`config.mk`:
```
export PLATFORM = sky130hd
export DESIGN_NAME = frp_qcell
export DESIGN_NICKNAME = d
export VERILOG_FILES = /design/src/design/frp_pkg.sv /design/src/design/frp_qcell.sv
export SDC_FILE = /design/constraint.sdc
export NUM_CORES = 1
export LEC_CHECK = 0
export BUFFER_PORTS_ARGS = -buffer_cell sky130_fd_sc_hd__clkbuf_2
export CORE_AREA = 2 2 39 41
export CTS_BUF_LIST = sky130_fd_sc_hd__clkbuf_16
export DETAILED_ROUTE_END_ITERATION = 16
export DIE_AREA = 0 0 41 43
export HOLD_SLACK_MARGIN = 0.06
export PLACE_DENSITY = 0.41
export SKIP_CTS_REPAIR_TIMING = 1
export SYNTH_ARGS = -nofsm -noshare
export SYNTH_HDL_FRONTEND = slang
export SYNTH_SLANG_ARGS = --single-unit
export TNS_END_PERCENT = 100
```
`constraint.sdc`:
```
create_clock -name clk_i -period 1.6 [get_ports clk_i]
set_clock_uncertainty 0.1 [all_clocks]
set_input_delay 0.16 -clock clk_i [delete_from_list [all_inputs] [get_ports clk_i]]
set_output_delay 0.16 -clock clk_i [all_outputs]
set_load 0.1 [all_outputs]
```
`src/design/frp_pkg.sv`:
```
// Shared types and constants for the frame replacement policy core.
// No dependencies; included by scoped reference from every module.
`default_nettype none

package frp_pkg;

  localparam int unsigned NumFrames = 32;
  localparam int unsigned FrameW    = 5;
  localparam int unsigned CountW    = FrameW + 1;
  localparam int unsigned OwnerW    = 8;
  localparam int unsigned PageW     = 16;
  localparam int unsigned TimeW     = 32;

  localparam logic [1:0] ModeAlloc   = 2'd0;
  localparam logic [1:0] ModeRelease = 2'd1;
  localparam logic [1:0] ModeTouch   = 2'd2;
  localparam logic [1:0] ModeShare   = 2'd3;

  localparam logic [1:0] PolicyFifo  = 2'd0;
  localparam logic [1:0] PolicyLru   = 2'd1;
  localparam logic [1:0] PolicyClock = 2'd2;

  localparam logic [1:0] StatusDone   = 2'd0;
  localparam logic [1:0] StatusVictim = 2'd1;
  localparam logic [1:0] StatusNone   = 2'd2;

  typedef enum logic [2:0] {
    ST_IDLE,
    ST_FREE,
    ST_FIFO,
    ST_LRU,
    ST_CLOCK,
    ST_DROP,
    ST_REPL,
    ST_DONE
  } state_e;

  // Control broadcast to every cell of the queue chain.
  typedef struct packed {
    logic              shift;
    logic              wr;
    logic [FrameW-1:0] wr_idx;
    logic [FrameW-1:0] ins;
  } qctl_t;

endpackage

`default_nettype wire

```
`src/design/frp_qcell.sv`:
```
// One slot of the FIFO queue chain: holds a frame number and takes its
// upper neighbor's value on a shift. Depends on frp_pkg.
`default_nettype none

module frp_qcell #(
  parameter int unsigned Idx = 0
) (
  input  wire                        clk_i,
  input  frp_pkg::qctl_t             ctl_i,
  input  wire [frp_pkg::FrameW-1:0]  nbr_i,
  output logic [frp_pkg::FrameW-1:0] q_o
);

  logic [frp_pkg::FrameW-1:0] slot_q, slot_d;

  always_comb begin
    slot_d = slot_q;
    if (ctl_i.shift) begin
      slot_d = nbr_i;
    end
    if (ctl_i.wr && (ctl_i.wr_idx == frp_pkg::FrameW'(Idx))) begin
      slot_d = ctl_i.ins;
    end
  end

  always_ff @(posedge clk_i) begin
    slot_q <= slot_d;
  end

  assign q_o = slot_q;

endmodule

`default_nettype wire

```
**Word level (Yosys, flattened, before mapping)**

Cells that the tools add are included.

- Output and inout port bits: 5
- Word-level logic and storage cells: 6
- Bits of input ports: 18
- Flip-flop bits (word level): 5

- Multiplexer cells: 2
- Reductions and logical operators: 3

Operators with widths:

| kind | count |
|---|---|
| 5-bit 2-to-1 mux | 2 |
| 5-bit logical NOT | 1 |
| 2-bit nonzero test | 1 |
| 1-bit logical AND | 1 |

**Longest topological paths before layout**

- Depth after elaboration: 3
- Gate-level depth with buffers: 3
- Mapped depth without buffers: 3

**Worst setup path after synthesis**

Ideal clock, no wire load.

- Kind: input port to flip-flop
- From: input port ctl_i[6] (netlist bit)
- To: register slot_q, in the netlist q_o[0] (enable)
- Required time: 1.188 ns
- Buffers on the path: 0
- Stages on the path: 3
- Setup time: 0.312 ns
- Path slack: 0.330 ns
- Arrival time: 0.858 ns
- Path through: nor4_2 > nand3b_2 > or2b_1

- Word-level cells in the longest chain between the ends: 3

Ends and longest elaborated chain:

| what | RTL line | RTL |
|---|---|---|
| start, declared | frp_qcell.sv:9 | `input frp_pkg::qctl_t ctl_i,` |
| 5-bit logical NOT | frp_qcell.sv:21 | `if (ctl_i.wr && (ctl_i.wr_idx == frp_pkg::FrameW'(Idx))) begin` |
| 1-bit logical AND | frp_qcell.sv:21 |  |
| 2-bit nonzero test (no line) | -- |  |
| end signal, assigned | frp_qcell.sv:27 | `slot_q <= slot_d;` |
| end, declared | frp_qcell.sv:14 | `logic [frp_pkg::FrameW-1:0] slot_q, slot_d;` |

No other way between the ends.
A chain may end at the register's enable or synchronous reset.

**Worst setup path in the final report**

- From: register slot_q, in the netlist q_o[3]
- To: output port q_o[3] (netlist bit)

RTL lines:

| what | RTL line | RTL |
|---|---|---|
| end, declared | frp_qcell.sv:11 | `output logic [frp_pkg::FrameW-1:0] q_o` |

No word-level cell between the ends.

==> results.ini <==
[status]
outcome = completed

[power]
finalPower_mw = 0.6854
p_leak_nw = 0.2158
cellPowerDensity_nw_per_um2 = 1534
peakVddDrop_mv = 0.3160

[grt]
gr-usage-all-layers = 0.09201
grt_pass1_wl_um = 855
grt_pass1_vias = 214
grt_start_max_net_pins = 7
gr-total-overflow = 0
antenna_found_initial = 0

[floorplanning]
die_height_um = 43
row_count = 14
design.die.area_um2 = 1763
ios = 23
design.core.area_um2 = 1384
die_w_um = 41
initial_core_util = 0.1718

[final_layout]
final_common_cell = clkbuf_2
n_antenna_cell = 0
fin_cells = 55
layout-drive-gt1-share = 0.8205
layout-area-overhead-vs-synth_pct = 87.89
largest_reg_flops = 5
nFillCells = 149
mostFrequentLayoutCells = clkbuf_2 (22), mux2_2 (5), edfxtp_1 (5)
nets = 58
finish.utilization = 0.3228

[routing]
drt_pre_antenna_iters = 1
drc = 0
drt-initial-drc-count = 0
routed_wirelength_um = 532
routed_via_density = 3.891
wl_per_cell_um = 9.673
antenna_left = 0
vias = 214

[timing]
clock.fmax_mhz = 799.9
finalHoldViolations = 0
worstMarginPinSlew_ns = 0.5398
setup_viol = 0
rsz0062_at_grt = false
setup-tns-final_ns = 0
maxSlewHeadroom = 0.6417
post-route-min-period_ns = 1.250
hold_slack_ns = 0.1378
report.final.slew_viol_count = 0
period_share = 0.7814

[worst_setup_path]
start_kind = flip-flop
path_buf_inv = 1
arrival_ns = 0.99
cp_slowest_stage_delay_ns = 0.45
path_depth = 1
crit_path_cell_trace = clkbuf_2
crit_family = buffers and inverters
path_class = reg2out
crit_path_max_fanout = 1
required_ns = 1.34
end_kind = output port
crit_path_top_delay_cell = clkbuf_2

[clocking]
cts_root_buffer = clkbuf_16
cts_tree = built
cts_sinks = 5
numCtsBuffers = 3
clockBufferDepth = 2
clkTransAtPathRegs_ns = 0.03
htreeDepth = 1

[placement]
io_buffers = 22
gp_congestion = 0.6803
post-place-cells = 51
dp_hpwl_um = 445.9

[logic_synthesis]
yosysWarningCount = 0
syn_area_per_cell_um2 = 18.29
ys_types = 5
synthCells = 13
yosysSeqAreaShare = 0.6316
synth_area_um2 = 237.7
syn_nets = 31
ys_ff_latch = 5

[hold_path]
min_to = q_o[2]$_DFFE_PP_
hold_class = in2reg
min_path_cells = 2
hold_start = nbr_i[2]

[run]
maxCapViolations = 0

where the power goes:
part	leakage (nW)	internal [mW]	switching [mW]
Clock	0.0423	0.323	0.0791
Combinational	0.125	0.0285	0.0941
Sequential	0.0490	0.158	0.00251
Total	0.216	0.510	0.176
worst max path at each step:
stage	from	end	slack, ns
2_1_floorplan	ctl_i[6]	q_o[0]$_DFFE_PP_	0.33
3_5_place_dp	ctl_i[6]	q_o[1]$_DFFE_PP_	0.14
5_1_grt	q_o[4]$_DFFE_PP_	q_o[4]	0.33
3_3_place_gp	ctl_i[6]	q_o[2]$_DFFE_PP_	0.19
6_report	q_o[3]$_DFFE_PP_	q_o[3]	0.35
4_1_cts	q_o[0]$_DFFE_PP_	q_o[0]	0.34
through the flow:
| step | worst slack (ns) | area, um2 |
|---|---|---|
| after floorplan | 0.3302 | 237.7 |
| after global placement | 0.1863 | 367.9 |
| after detailed placement | 0.1419 | 367.9 |
| after CTS | 0.3402 | 446.7 |
| after global routing | 0.3252 | 446.7 |
| final | 0.3498 | 446.7 |
cell type report:
class	count	area, um2	area share
Timing Repair Buffer	22	110.1	0.2465
Tap cell	16	20.02	0.04482
Sequential cell	5	150.1	0.3361
Clock inverter	1	3.754	0.008403
Clock buffer	3	75.07	0.1681
Multi-Input combinational cell	8	87.58	0.1961
synthesized netlist by cell type (all sizes together):
cell,count,area [um2]
mux2,5,56.30
edfxtp,5,150.1
nor4,1,12.51
nand3b,1,11.26
or2b,1,7.510
cells by family after synthesis:
| group | share of synthesized area |
|---|---|
| AND/OR/NAND/NOR | 0.1316 |
| flip-flops | 0.6316 |
| multiplexers | 0.2368 |
layer usage:
layer,up-vias,global-route usage,wire length (um)
met1,92,0.06579,145
met3,4,0.04712,55
met5,-,0,0
met2,15,0.1094,283
li1,103,-,-
met4,0,0.1800,48
Note: power is estimated with default switching activity, not from simulation.
